## config.mk

```make
export PLATFORM = sky130hd
export DESIGN_NAME = windowed_peak_detector
export DESIGN_NICKNAME = d
export VERILOG_FILES = /design/src/rtl/core/wpd_pkg.sv /design/src/rtl/core/wpd_front.sv /design/src/rtl/core/wpd_midq.sv /design/src/rtl/core/wpd_back.sv /design/src/rtl/core/windowed_peak_detector.sv
export VERILOG_INCLUDE_DIRS = /design/src /design/src/rtl/core
export SDC_FILE = /design/constraint.sdc
export NUM_CORES = 2
export LEC_CHECK = 0
export ABC_AREA = 1
export BUFFER_PORTS_ARGS = -buffer_cell sky130_fd_sc_hd__buf_2
export CAP_MARGIN = 10
export CORE_MARGIN = 10
export CORE_UTILIZATION = 40
export CTS_CLUSTER_DIAMETER = 30
export DETAILED_ROUTE_END_ITERATION = 12
export PLACE_DENSITY_LB_ADDON = 0.12
export SLEW_MARGIN = 10
export SYNTH_ARGS = -nofsm -noshare
export SYNTH_HDL_FRONTEND = slang
export SYNTH_SLANG_ARGS = --single-unit
```

## constraint.sdc

```tcl
create_clock -name clk_i -period 31.3 [get_ports clk_i]
set_clock_uncertainty 0.2 [all_clocks]
set_input_delay 6.26 -clock clk_i [delete_from_list [all_inputs] [get_ports clk_i]]
set_output_delay 6.26 -clock clk_i [all_outputs]
set_load 0.005 [all_outputs]
```

## src/rtl/core/windowed_peak_detector_assert.svh

```systemverilog
// Assertion macros for the windowed peak detector.
// Expects clk_i and rst_ni in the scope of each use.
`ifndef WINDOWED_PEAK_DETECTOR_ASSERT_SVH
`define WINDOWED_PEAK_DETECTOR_ASSERT_SVH

// Same-cycle implication, checked out of reset.
`define WPD_ASSERT_NOW(lbl, ante, cons, msg) \
  lbl: assert property (@(posedge clk_i) disable iff (!rst_ni) (ante) |-> (cons)) \
    else $error(msg);

// Next-cycle implication, checked out of reset.
`define WPD_ASSERT_NEXT(lbl, ante, cons, msg) \
  lbl: assert property (@(posedge clk_i) disable iff (!rst_ni) (ante) |=> (cons)) \
    else $error(msg);

`endif

```

## src/rtl/core/wpd_pkg.sv

```systemverilog
// Package for the windowed peak detector: sizes, register codes and
// payload types shared by all modules. No dependencies.
package wpd_pkg;

  localparam int unsigned MaxRadius   = 8;
  localparam int unsigned SampleBits  = 24;
  localparam int unsigned FreqBits    = 32;
  localparam int unsigned MagBits     = 2 * SampleBits;
  localparam int unsigned ThreshBits  = 48;
  localparam int unsigned RadiusBits  = 4;
  localparam int unsigned CfgDataBits = 48;

  localparam int unsigned WinDepth    = 2 * MaxRadius + 1;
  localparam int unsigned SeenBits    = $clog2(WinDepth + 1);
  localparam int unsigned RadBits     = $clog2(MaxRadius + 1);
  localparam int unsigned PairCnt     = 2 * MaxRadius;
  localparam int unsigned EntIdxBits  = (MaxRadius > 1) ? $clog2(MaxRadius) : 1;

  localparam int unsigned MidDepth    = 4;
  localparam int unsigned MidPtrBits  = $clog2(MidDepth);
  localparam int unsigned MidCntBits  = $clog2(MidDepth + 1);
  localparam int unsigned OutDepth    = 2;
  localparam int unsigned OutPtrBits  = $clog2(OutDepth);
  localparam int unsigned OutCntBits  = $clog2(OutDepth + 1);

  // Configuration register index
  typedef enum logic [0:0] {
    CfgThresholdSq = 1'b0,
    CfgRadius      = 1'b1
  } cfg_idx_e;

  typedef struct packed {
    logic signed [SampleBits-1:0] sample_real;
    logic signed [SampleBits-1:0] sample_imag;
    logic [FreqBits-1:0]          sample_freq;
    logic                         scan_last;
  } sample_in_t;

  typedef struct packed {
    logic [FreqBits-1:0]          peak_freq;
    logic signed [SampleBits-1:0] peak_real;
    logic signed [SampleBits-1:0] peak_imag;
  } peak_out_t;

  // Sample with its squared magnitude, handed from front to back
  typedef struct packed {
    logic [MagBits-1:0] mag;
    logic               scan_last;
    peak_out_t          res;
  } work_item_t;

  // Window entry kept by the back end
  typedef struct packed {
    logic [MagBits-1:0] mag;
    peak_out_t          res;
  } win_entry_t;

  // Status of the queue between front and back
  typedef struct packed {
    logic                  empty;
    logic                  full;
    logic [MidCntBits-1:0] count;
  } midq_stat_t;

endpackage

```

## src/rtl/core/wpd_front.sv

```systemverilog
// Front end: takes samples, squares both parts, then sums them before
// pushing into the middle queue. Uses wpd_pkg.
module wpd_front (
  input  logic                             clk_i,
  input  logic                             rst_ni,
  input  logic                             push_i,
  output logic                             full_o,
  input  wpd_pkg::sample_in_t              sample_i,
  input  wpd_pkg::midq_stat_t              midq_stat_i,
  output logic                             midq_push_o,
  output wpd_pkg::work_item_t              midq_item_o
);
  import wpd_pkg::*;

  logic [SampleBits-1:0] raw_re, raw_im, abs_re, abs_im;
  logic [MagBits-1:0]    sq_re, sq_im, mag;
  logic [MagBits-1:0]    sq_re_q, sq_im_q;
  sample_in_t            pay_q;
  logic                  valid_q, valid_d;
  logic                  advance;

  // Absolute values and squares
  assign raw_re = sample_i.sample_real;
  assign raw_im = sample_i.sample_imag;
  assign abs_re = raw_re[SampleBits-1] ? (~raw_re + SampleBits'(1)) : raw_re;
  assign abs_im = raw_im[SampleBits-1] ? (~raw_im + SampleBits'(1)) : raw_im;
  assign sq_re  = abs_re * abs_re;
  assign sq_im  = abs_im * abs_im;

  // Stage moves whenever its content can leave
  assign advance = !valid_q || !midq_stat_i.full;
  assign full_o  = !advance;
  assign valid_d = advance ? push_i : valid_q;

  always_ff @(posedge clk_i or negedge rst_ni) begin
    if (!rst_ni) begin
      valid_q <= 1'b0;
    end else begin
      valid_q <= valid_d;
    end
  end

  always_ff @(posedge clk_i) begin
    if (advance && push_i) begin
      sq_re_q <= sq_re;
      sq_im_q <= sq_im;
      pay_q   <= sample_i;
    end
  end

  // Magnitude sum
  assign mag         = sq_re_q + sq_im_q;
  assign midq_push_o = valid_q && !midq_stat_i.full;

  always_comb begin
    midq_item_o               = '0;
    midq_item_o.mag           = mag;
    midq_item_o.scan_last     = pay_q.scan_last;
    midq_item_o.res.peak_freq = pay_q.sample_freq;
    midq_item_o.res.peak_real = pay_q.sample_real;
    midq_item_o.res.peak_imag = pay_q.sample_imag;
  end

endmodule

```

## src/rtl/core/wpd_midq.sv

```systemverilog
// Short queue of samples with their squared magnitudes between front and back ends.
// Uses wpd_pkg for the entry and status types.
module wpd_midq (
  input  logic                clk_i,
  input  logic                rst_ni,
  input  logic                push_i,
  input  wpd_pkg::work_item_t item_i,
  input  logic                pop_i,
  output wpd_pkg::work_item_t item_o,
  output wpd_pkg::midq_stat_t stat_o
);
  import wpd_pkg::*;

  work_item_t            mem_q [MidDepth];
  logic [MidPtrBits-1:0] wr_q, rd_q;
  logic [MidCntBits-1:0] cnt_q, cnt_d;
  logic                  do_push, do_pop;

  assign do_push = push_i && (cnt_q != MidCntBits'(MidDepth));
  assign do_pop  = pop_i && (cnt_q != '0);

  always_comb begin
    cnt_d = cnt_q;
    if (do_push && !do_pop) begin
      cnt_d = cnt_q + MidCntBits'(1);
    end else if (do_pop && !do_push) begin
      cnt_d = cnt_q - MidCntBits'(1);
    end
  end

  // Pointers and fill level
  always_ff @(posedge clk_i or negedge rst_ni) begin
    if (!rst_ni) begin
      wr_q  <= '0;
      rd_q  <= '0;
      cnt_q <= '0;
    end else begin
      cnt_q <= cnt_d;
      if (do_push) begin
        wr_q <= wr_q + MidPtrBits'(1);
      end
      if (do_pop) begin
        rd_q <= rd_q + MidPtrBits'(1);
      end
    end
  end

  always_ff @(posedge clk_i) begin
    if (do_push) begin
      mem_q[wr_q] <= item_i;
    end
  end

  assign item_o       = mem_q[rd_q];
  assign stat_o.empty = (cnt_q == '0);
  assign stat_o.full  = (cnt_q == MidCntBits'(MidDepth));
  assign stat_o.count = cnt_q;

endmodule

```

## src/rtl/core/wpd_back.sv

```systemverilog
// Back end: sliding window of slope flags and sample payloads, peak
// decision and the result queue. Uses wpd_pkg.
module wpd_back (
  input  logic                           clk_i,
  input  logic                           rst_ni,
  input  wpd_pkg::work_item_t            item_i,
  input  wpd_pkg::midq_stat_t            midq_stat_i,
  output logic                           take_o,
  input  logic [wpd_pkg::ThreshBits-1:0] threshold_sq_i,
  input  logic [wpd_pkg::RadiusBits-1:0] radius_i,
  output logic                           empty,
  input  logic                           pop,
  output wpd_pkg::peak_out_t             result_o
);
  import wpd_pkg::*;

  // Window state
  win_entry_t           ent_q [MaxRadius];
  win_entry_t           ent_new, sel;
  logic [MagBits-1:0]   mag0_q;
  logic [PairCnt-1:0]   up_q, dn_q, up_n, dn_n;
  logic [SeenBits-1:0]  seen_q, seen_n, need;
  logic [RadBits-1:0]   r_eff, rm1;
  logic                 slope_ok, is_peak, fire;

  // Result queue
  peak_out_t            oq_q [OutDepth];
  logic [OutPtrBits-1:0] oq_wr_q, oq_rd_q;
  logic [OutCntBits-1:0] oq_cnt_q;
  logic                 oq_pop;

  assign fire   = !midq_stat_i.empty && (oq_cnt_q != OutCntBits'(OutDepth));
  assign take_o = fire;

  // Effective radius, saturated
  assign r_eff = (int'(radius_i) > MaxRadius) ? RadBits'(MaxRadius) : RadBits'(radius_i);
  assign rm1   = r_eff - RadBits'(1);
  assign need  = SeenBits'({r_eff, 1'b1});

  // Slope flags of the window after this sample enters; flag k-1 covers
  // the pair of window positions k and k-1
  assign up_n = {up_q[PairCnt-2:0], mag0_q <= item_i.mag};
  assign dn_n = {dn_q[PairCnt-2:0], mag0_q >= item_i.mag};

  assign ent_new.mag = item_i.mag;
  assign ent_new.res = item_i.res;
  assign sel         = (r_eff == '0) ? ent_new : ent_q[rm1[EntIdxBits-1:0]];

  always_comb begin
    slope_ok = 1'b1;
    for (int k = 1; k <= PairCnt; k++) begin
      if (k <= int'(r_eff)) begin
        if (!dn_n[k-1]) slope_ok = 1'b0;
      end else if (k <= 2 * int'(r_eff)) begin
        if (!up_n[k-1]) slope_ok = 1'b0;
      end
    end
  end

  // Threshold is applied when the candidate is judged
  assign seen_n  = (seen_q == SeenBits'(WinDepth)) ? seen_q : seen_q + SeenBits'(1);
  assign is_peak = fire && (seen_n >= need) && (sel.mag > threshold_sq_i) && slope_ok;

  // Window control state
  always_ff @(posedge clk_i or negedge rst_ni) begin
    if (!rst_ni) begin
      seen_q <= '0;
      up_q   <= '0;
      dn_q   <= '0;
    end else if (fire) begin
      seen_q <= item_i.scan_last ? '0 : seen_n;
      up_q   <= up_n;
      dn_q   <= dn_n;
    end
  end

  // Window payload shift
  always_ff @(posedge clk_i) begin
    if (fire) begin
      mag0_q   <= item_i.mag;
      ent_q[0] <= ent_new;
      for (int i = 1; i < MaxRadius; i++) begin
        ent_q[i] <= ent_q[i-1];
      end
    end
  end

  // Result queue
  assign empty  = (oq_cnt_q == '0);
  assign oq_pop = pop && !empty;

  always_ff @(posedge clk_i or negedge rst_ni) begin
    if (!rst_ni) begin
      oq_wr_q  <= '0;
      oq_rd_q  <= '0;
      oq_cnt_q <= '0;
    end else begin
      if (is_peak) begin
        oq_wr_q <= oq_wr_q + OutPtrBits'(1);
      end
      if (oq_pop) begin
        oq_rd_q <= oq_rd_q + OutPtrBits'(1);
      end
      if (is_peak && !oq_pop) begin
        oq_cnt_q <= oq_cnt_q + OutCntBits'(1);
      end else if (oq_pop && !is_peak) begin
        oq_cnt_q <= oq_cnt_q - OutCntBits'(1);
      end
    end
  end

  always_ff @(posedge clk_i) begin
    if (is_peak) begin
      oq_q[oq_wr_q] <= sel.res;
    end
  end

  assign result_o = oq_q[oq_rd_q];

endmodule

```

## src/rtl/core/windowed_peak_detector.sv

```systemverilog
// Top level of the windowed peak detector: configuration registers and
// the front, middle queue and back instances. Uses wpd_pkg and the assert header.
//
// Usage:
//   Samples enter through a queue-style port: a transfer happens when push
//   is high and full is low. Peaks leave through a queue-style port: the
//   oldest result sits on result_o while empty is low and is taken when
//   pop is high. Registers (squared threshold, radius) are written through
//   cfg_we_i / cfg_idx_i / cfg_wdata_i; the user must write them only while
//   the block is idle, which the block itself does not enforce.
//   Throughput: one sample per cycle while results are popped; each stage
//   passes one item per cycle and the back end needs only one neighbor
//   compare per new magnitude plus the threshold compare of the candidate.
//   A peak is known once the sample radius positions after it arrives; the
//   result shows on the output, ready to pop, once that sample has passed
//   the square stage, the middle queue and the window stage.
//   Reset empties all queues, forgets the scan in progress, and sets the
//   threshold to 0 and the radius to 2.
//   If the receiver stops popping, the two-entry result queue fills, the
//   back end stops, the four-entry middle queue and the square stage fill
//   and then full rises.
`include "windowed_peak_detector_assert.svh"

module windowed_peak_detector (
  input  logic                            clk_i,
  input  logic                            rst_ni,
  input  logic                            push,
  output logic                            full,
  input  wpd_pkg::sample_in_t             sample_i,
  output logic                            empty,
  input  logic                            pop,
  output wpd_pkg::peak_out_t              result_o,
  input  logic                            cfg_we_i,
  input  wpd_pkg::cfg_idx_e               cfg_idx_i,
  input  logic [wpd_pkg::CfgDataBits-1:0] cfg_wdata_i
);
  import wpd_pkg::*;

  logic [ThreshBits-1:0] threshold_q;
  logic [RadiusBits-1:0] radius_q;
  midq_stat_t            midq_stat;
  work_item_t            front_item, back_item;
  logic                  midq_push, midq_pop;

  // Configuration registers
  always_ff @(posedge clk_i or negedge rst_ni) begin
    if (!rst_ni) begin
      threshold_q <= '0;
      radius_q    <= RadiusBits'(2);
    end else if (cfg_we_i) begin
      case (cfg_idx_i)
        CfgThresholdSq: threshold_q <= cfg_wdata_i[ThreshBits-1:0];
        CfgRadius:      radius_q    <= cfg_wdata_i[RadiusBits-1:0];
        default: ;
      endcase
    end
  end

  wpd_front u_front (
    .clk_i          (clk_i),
    .rst_ni         (rst_ni),
    .push_i         (push),
    .full_o         (full),
    .sample_i       (sample_i),
    .midq_stat_i    (midq_stat),
    .midq_push_o    (midq_push),
    .midq_item_o    (front_item)
  );

  wpd_midq u_midq (
    .clk_i  (clk_i),
    .rst_ni (rst_ni),
    .push_i (midq_push),
    .item_i (front_item),
    .pop_i  (midq_pop),
    .item_o (back_item),
    .stat_o (midq_stat)
  );

  wpd_back u_back (
    .clk_i          (clk_i),
    .rst_ni         (rst_ni),
    .item_i         (back_item),
    .midq_stat_i    (midq_stat),
    .take_o         (midq_pop),
    .threshold_sq_i (threshold_q),
    .radius_i       (radius_q),
    .empty          (empty),
    .pop            (pop),
    .result_o       (result_o)
  );

  // Consistency checks
  `WPD_ASSERT_NOW(a_midq_bound, 1'b1, midq_stat.count <= MidCntBits'(MidDepth), "midq overfill")
  `WPD_ASSERT_NOW(a_full_means_backlog, full, midq_stat.full, "full without midq backlog")
  `WPD_ASSERT_NOW(a_take_nonempty, midq_pop, !midq_stat.empty, "back took from empty midq")
  `WPD_ASSERT_NEXT(a_push_lands, midq_push && !midq_pop, !midq_stat.empty, "midq push lost")

endmodule
```

Word-level counts from Yosys, hierarchy flattened
Memory sizes are Yosys's and may differ from the RTL's.
Cells that the tools add are included.
Widths: inputs -> output; s select.
- bits of input ports: 135
- memories: 3
- memory bits (writable): 1700
- bits in registers: 323
- reductions and logical operators: 31
- order comparisons: 36
- muxes and demuxes: 78
- eq/ne operators: 4
- multiply operators: 2
- add/subtract/negate cells: 13
- bitwise gates (word level): 3
- memories (memory ; words ; bits a word ; read ports ; clocked after Yosys merged registers in ; write ports ; RTL line ; source):
    u_back.ent_q ; 8 ; 128 ; 8 ; 0 ; 8 ; wpd_back.sv:18 ; win_entry_t ent_q [MaxRadius];
    u_midq.mem_q ; 4 ; 129 ; 1 ; 0 ; 1 ; wpd_midq.sv:14 ; work_item_t mem_q [MidDepth];
    u_back.oq_q ; 2 ; 80 ; 1 ; 0 ; 1 ; wpd_back.sv:27 ; peak_out_t oq_q [OutDepth];
- operators by type and width (kind ; number):
    $mux 128 ; 1
    $mul 24x24->48 ; 2
    $mux 1 ; 68
    $add 24x1->24 const B ; 2
    $add 48x48->48 ; 1
    $ge 48x48->1 ; 1
    $gt 48x48->1 ; 1
    $le 48x48->1 ; 1
    $mux 24 ; 2
    $not 24->24 ; 2
    $le 4x5->1 const A ; 8
    $le 4x4->1 const A ; 8
    $le 3x5->1 const A ; 4
    $le 3x4->1 const A ; 4
    $logic_and 1x1->1 ; 13
    $le 2x5->1 const A ; 2
    $mux 5 ; 2
    $logic_not 1->1 ; 9
    $le 2x4->1 const A ; 2
    $add 2x1->2 const B ; 3
    $mux 3 ; 2
    $sub 3x1->3 const B ; 2
    $add 5x1->5 const B ; 1
    $eq 5x5->1 const B ; 1
    other kinds (21) ; 25

Longest topological paths before layout
- depth in word-level cells: 54
- gate-level depth with buffers: 40
- depth with buffers taken out: 38

Modules after synthesis
From an unflattened synthesis, not the netlist that was laid out.
- cells, all modules: 11734
- area, all modules: 119340.7 µm²
- modules (own cells, without submodules) (module ; area an instance (µm²) ; seq. area each (µm²) ; cells each ; times used):
    wpd_back ; 50971.4 ; 36404.9 ; 4143 ; 1
    wpd_front ; 45177.1 ; 5220.0 ; 5797 ; 1
    wpd_midq ; 21124.0 ; 15670.0 ; 1567 ; 1
    windowed_peak_detector ; 2068.2 ; 1302.5 ; 227 ; 1

Worst setup path after synthesis
No wires, ideal clock.
- path kind: reg2reg
- start: register u_midq.cnt_q[0]
- end: memory u_back.ent_q[0][0] (netlist bit) (enable)
- cell stages (with the launch flop): 6
- setup time: 1.785 ns
- slack: 0.968 ns
- data arrival time: 28.347 ns
- cell sequence: dfrtp_1 > inv_1 > nand3_1 > nand2_1 > inv_1 > clkbuf_1
- RTL lines (item ; RTL line ; source):
    start: declaration ; wpd_midq.sv:16 ; logic [MidCntBits-1:0] cnt_q, cnt_d;
    start signal: assignment ; wpd_midq.sv:38 ; cnt_q <= cnt_d;
    end: declaration ; wpd_back.sv:18 ;

Worst setup path in the final report
- start: input port sample_i[57] (netlist bit)
- end: register u_front.sq_re_q[28], data pin
- longest elaborated chain between the ends: 4
- RTL lines (item ; RTL line ; source):
    start: declaration ; windowed_peak_detector.sv:29 ; input wpd_pkg::sample_in_t sample_i,
    $not 24->24 ; wpd_front.sv:25 ; assign abs_re = raw_re[SampleBits-1] ? (~raw_re + SampleBits'(1)) : raw_re;
    $add 24x1->24 ; wpd_front.sv:25 ;
    $mux 24 * ; wpd_front.sv:25 ;
    $mul 24x24->48 * ; wpd_front.sv:27 ; assign sq_re = abs_re * abs_re;
    named net u_front.sq_re[28] ; wpd_front.sv:16 ; logic [MagBits-1:0] sq_re, sq_im, mag;
    end signal: assignment ; wpd_front.sv:45 ; sq_re_q <= sq_re;
    end: declaration ; wpd_front.sv:17 ; logic [MagBits-1:0] sq_re_q, sq_im_q;
Mark *: on every way through the listed nets, which the timed path passes. The rest lies on a longest branch.
A chain may end at the register's enable or synchronous reset.

==> summary.txt <==
Status -> complete, no violations
Hold Buf Count CTS -> 0
Hold path start -> u_back.ent_q[6][121]
Number of buffers created by CTS -> 419
Syn_area_per_cell -> 10.8 µm²
Synth Cell Area -> 114000 µm²
Reg2Reg Capture Point -> u_back.oq_q[1][24]
Slowest-stage cell, CP -> inv_1
Drt initial violations -> 6402
Met1 global-route usage -> 29.6%
Max-capacitance violation count -> 0
Cts repair resizes -> 0
Final worst path period share -> 47.6%
Multiplexer share of the synthesized area -> 0%
Min-Delay Endpoint -> u_back.ent_q[7][121]
Clk_lat worst skew -> 0.87 ns
Distinct cells, synth -> 61
Final instance count without filler cells -> 15000
Commonest non-fill, non-tap cell in the layout -> edfxtp_1
Commonest non-fill, non-tap cells in the layout -> 1873 x edfxtp_1, 1744 x nand2_1, 1411 x inv_1
Post-DP HPWL -> 230000 µm
Area grow syn2layout -> 17.0%
Top cell by count, worst path -> inv_1
DIE HEIGHT -> 554 µm
Layout Utilization -> 47.1%
Hold Crit Depth -> 0
Mapped Cells -> 10600
Grt total ovfl -> 0
Initial Util -> 40.3%
Die outline width -> 554 µm
Setup TNS -> 0 ns
GRT met2 Usage -> 35.8%
Largest family of logic cells by synthesized area -> adder cells
Asr flop ratio synth -> 4.78%
Post-CTS Setup Bufs -> 0
Crit path time final -> 14.89 ns
Top Usage Layer GRT -> met2
XOR/XNOR Fraction of Synth Area -> 1.34%
Share of layout cells above drive strength 1 -> 9.94%
Initial antenna violation count -> 30
CP Class -> input pin to register
Critical path peak fanout -> 23
Most used DFF post-synth -> edfxtp_1
Global-route wire length before repair -> 513000 µm
Worst reg2reg path startpoint -> radius_q[3]
Clock Sinks -> 1967
Vias -> 78500
Routed vias/inst -> 5.22
EDFF count, synth -> 1873
Post-route ant nets -> 0
Startpoint Class -> input pin
CP peak stage delay -> 0.91 ns
Overall die area -> 307000 µm²
WP data required -> 31.69 ns
Nets -> 12400
Fmax -> 67.2 MHz
CTS tree -> built
Core Box Area -> 283000 µm²
Reg2Reg Depth -> 27
Register area share after synthesis -> 51.4%
Slew margin rel. -> 24.2%
First-pass DRT Iterations -> 5
H-tree levels -> 5
Final setup fails -> 0
GRT Overall Usage -> 21.6%
# placed instances -> 14200
Final wirelength -> 337000 µm
Max-slew violations -> 0
RSZ-0062 raised after global routing -> false
Flops & latches, synth -> 1967
I/O pin count -> 217
Worst Hold Class -> register to register
Met3 Use GR -> 3.32%
Type of destination of the critical path -> register
Fin. Hold Viols -> 0
Root Buffer -> clkbuf_16
Slew @ Worst Pin -> 1.14 ns
Reg clk slew, reported paths -> 0.04 ns
DR WL/cell -> 22.4 µm
Largest net degree at the start of global routing -> 195
Adder-cell share of the synthesized area -> 20.3%
Gpl congestion -> 0.907
Post-synthesis compound-gate area fraction -> 7.29%
CTS Buffer Depth -> 4
Number of remaining DRC errors -> 0
Synth Warn # -> 0
Reg2reg setup slack -> 22.98 ns
Vias in the first global route -> 81300
Simple-gate share of the synthesized area -> 13.2%
Critical path arrival -> 15.28 ns
Port buffer count -> 216
Row count -> 195
per-stage QoR:
step | hold slack, ns | cell area (µm²) | worst slack [ns]
finish | 0.217 | 133000 | 16.41
global route | 0.208 | 133000 | 16.04
global placement | 0.223 | 119000 | 15.73
CTS | 0.211 | 133000 | 16.57
floorplan | 0.221 | 114000 | 0.968
detailed placement | 0.227 | 119000 | 15.69
sequential cells by signal, indices dropped and copies added (netlist names), 2 cells and up:
signal               cells
u_back.ent_q           977
u_midq.mem_q           516
u_back.oq_q            160
u_front.midq_item_o     81
threshold_q             48
u_back.mag0_q           47
u_front.sq_im_q         46
u_front.sq_re_q         46
u_back.up_q             15
u_back.dn_q             10
u_back.seen_q            5
radius_q                 4
u_midq.cnt_q             3
u_back.oq_cnt_q          2
u_midq.rd_q              2
u_midq.wr_q              2
layer usage:
metal  share of wire (%)  wire length (µm)
met1                  44            149000
met2                  48            162000
met3                 5.5             18500
met4                 2.4              8260
met5               0.035               118
worst max-delay path by stage:
| stage | to | start |
|---|---|---|
| final | u_front.sq_re_q[28] | sample_i[57] |
| after global placement | u_front.sq_re_q[28] | sample_i[57] |
| after global routing | u_front.sq_re_q[28] | sample_i[57] |
| after detailed placement | u_front.sq_re_q[28] | sample_i[57] |
| after floorplan | u_back.ent_q[0][0] | u_midq.cnt_q[0] |
| after CTS | u_front.sq_re_q[28] | sample_i[57] |
cells by family (layout without fill, tap and decap cells):
group | after synthesis | count (layout)
and+or+nand+nor | 3717 | 3717
DFF | 1967 | 1967
buffers and inverters | 1890 | 2543
AOI/OAI and AO/OA | 1512 | 1512
adders and majority gates | 1342 | 1342
xor gates and xnor gates | 167 | 167
other | 2 | 45
area by class of cell:
class | instances | area (µm²)
fill | 26200 | 150000
antenna | 11 | 27.5
multi-input combinational | 6772 | 48300
clock inverter | 289 | 3400
sequential | 1967 | 58600
clock buffer | 489 | 10900
tap | 3743 | 4680
timing repair buffer | 304 | 1810
inverter | 1461 | 5540
critical path: cells and delay by family:
kind                     cells  cell delay [ns]
XOR/XNOR                     1             0.33
buffers and inverters       12             1.98
adder cells (fa/ha/maj)      9             4.16
AND/OR/NAND/NOR             10             2.34
AO/OA/AOI/OAI                1             0.17
cells in the mapped netlist (all sizes together), types with 5 or more instances:
cell    number  area (µm²)
inv       1458        5470
o21a        11        82.6
and3         6        37.5
o211ai      23         173
a21boi       5        37.5
fa         845       16900
nand2     1767        6690
or2         12        75.1
nand4       28         188
nor3        34         219
edfxtp    1873       56200
a21oi      283        1420
clkbuf     283        1060
ha         497        6220
a21o        32         240
xnor2       47         412
o21bai      20         150
nor4        14         103
nand3b       8        60.1
dfrtp       93        2330
nand3      508        2550
o221ai      18         158
o21ai      801        4010
nor2      1334        5130
buf        146         742
a31oi       73         472
o22ai      235        1470
xor2       120        1110
Power is left out: the tool's default activity adds up to more than one toggle a clock period on the data nets, which glitch-free logic cannot reach.
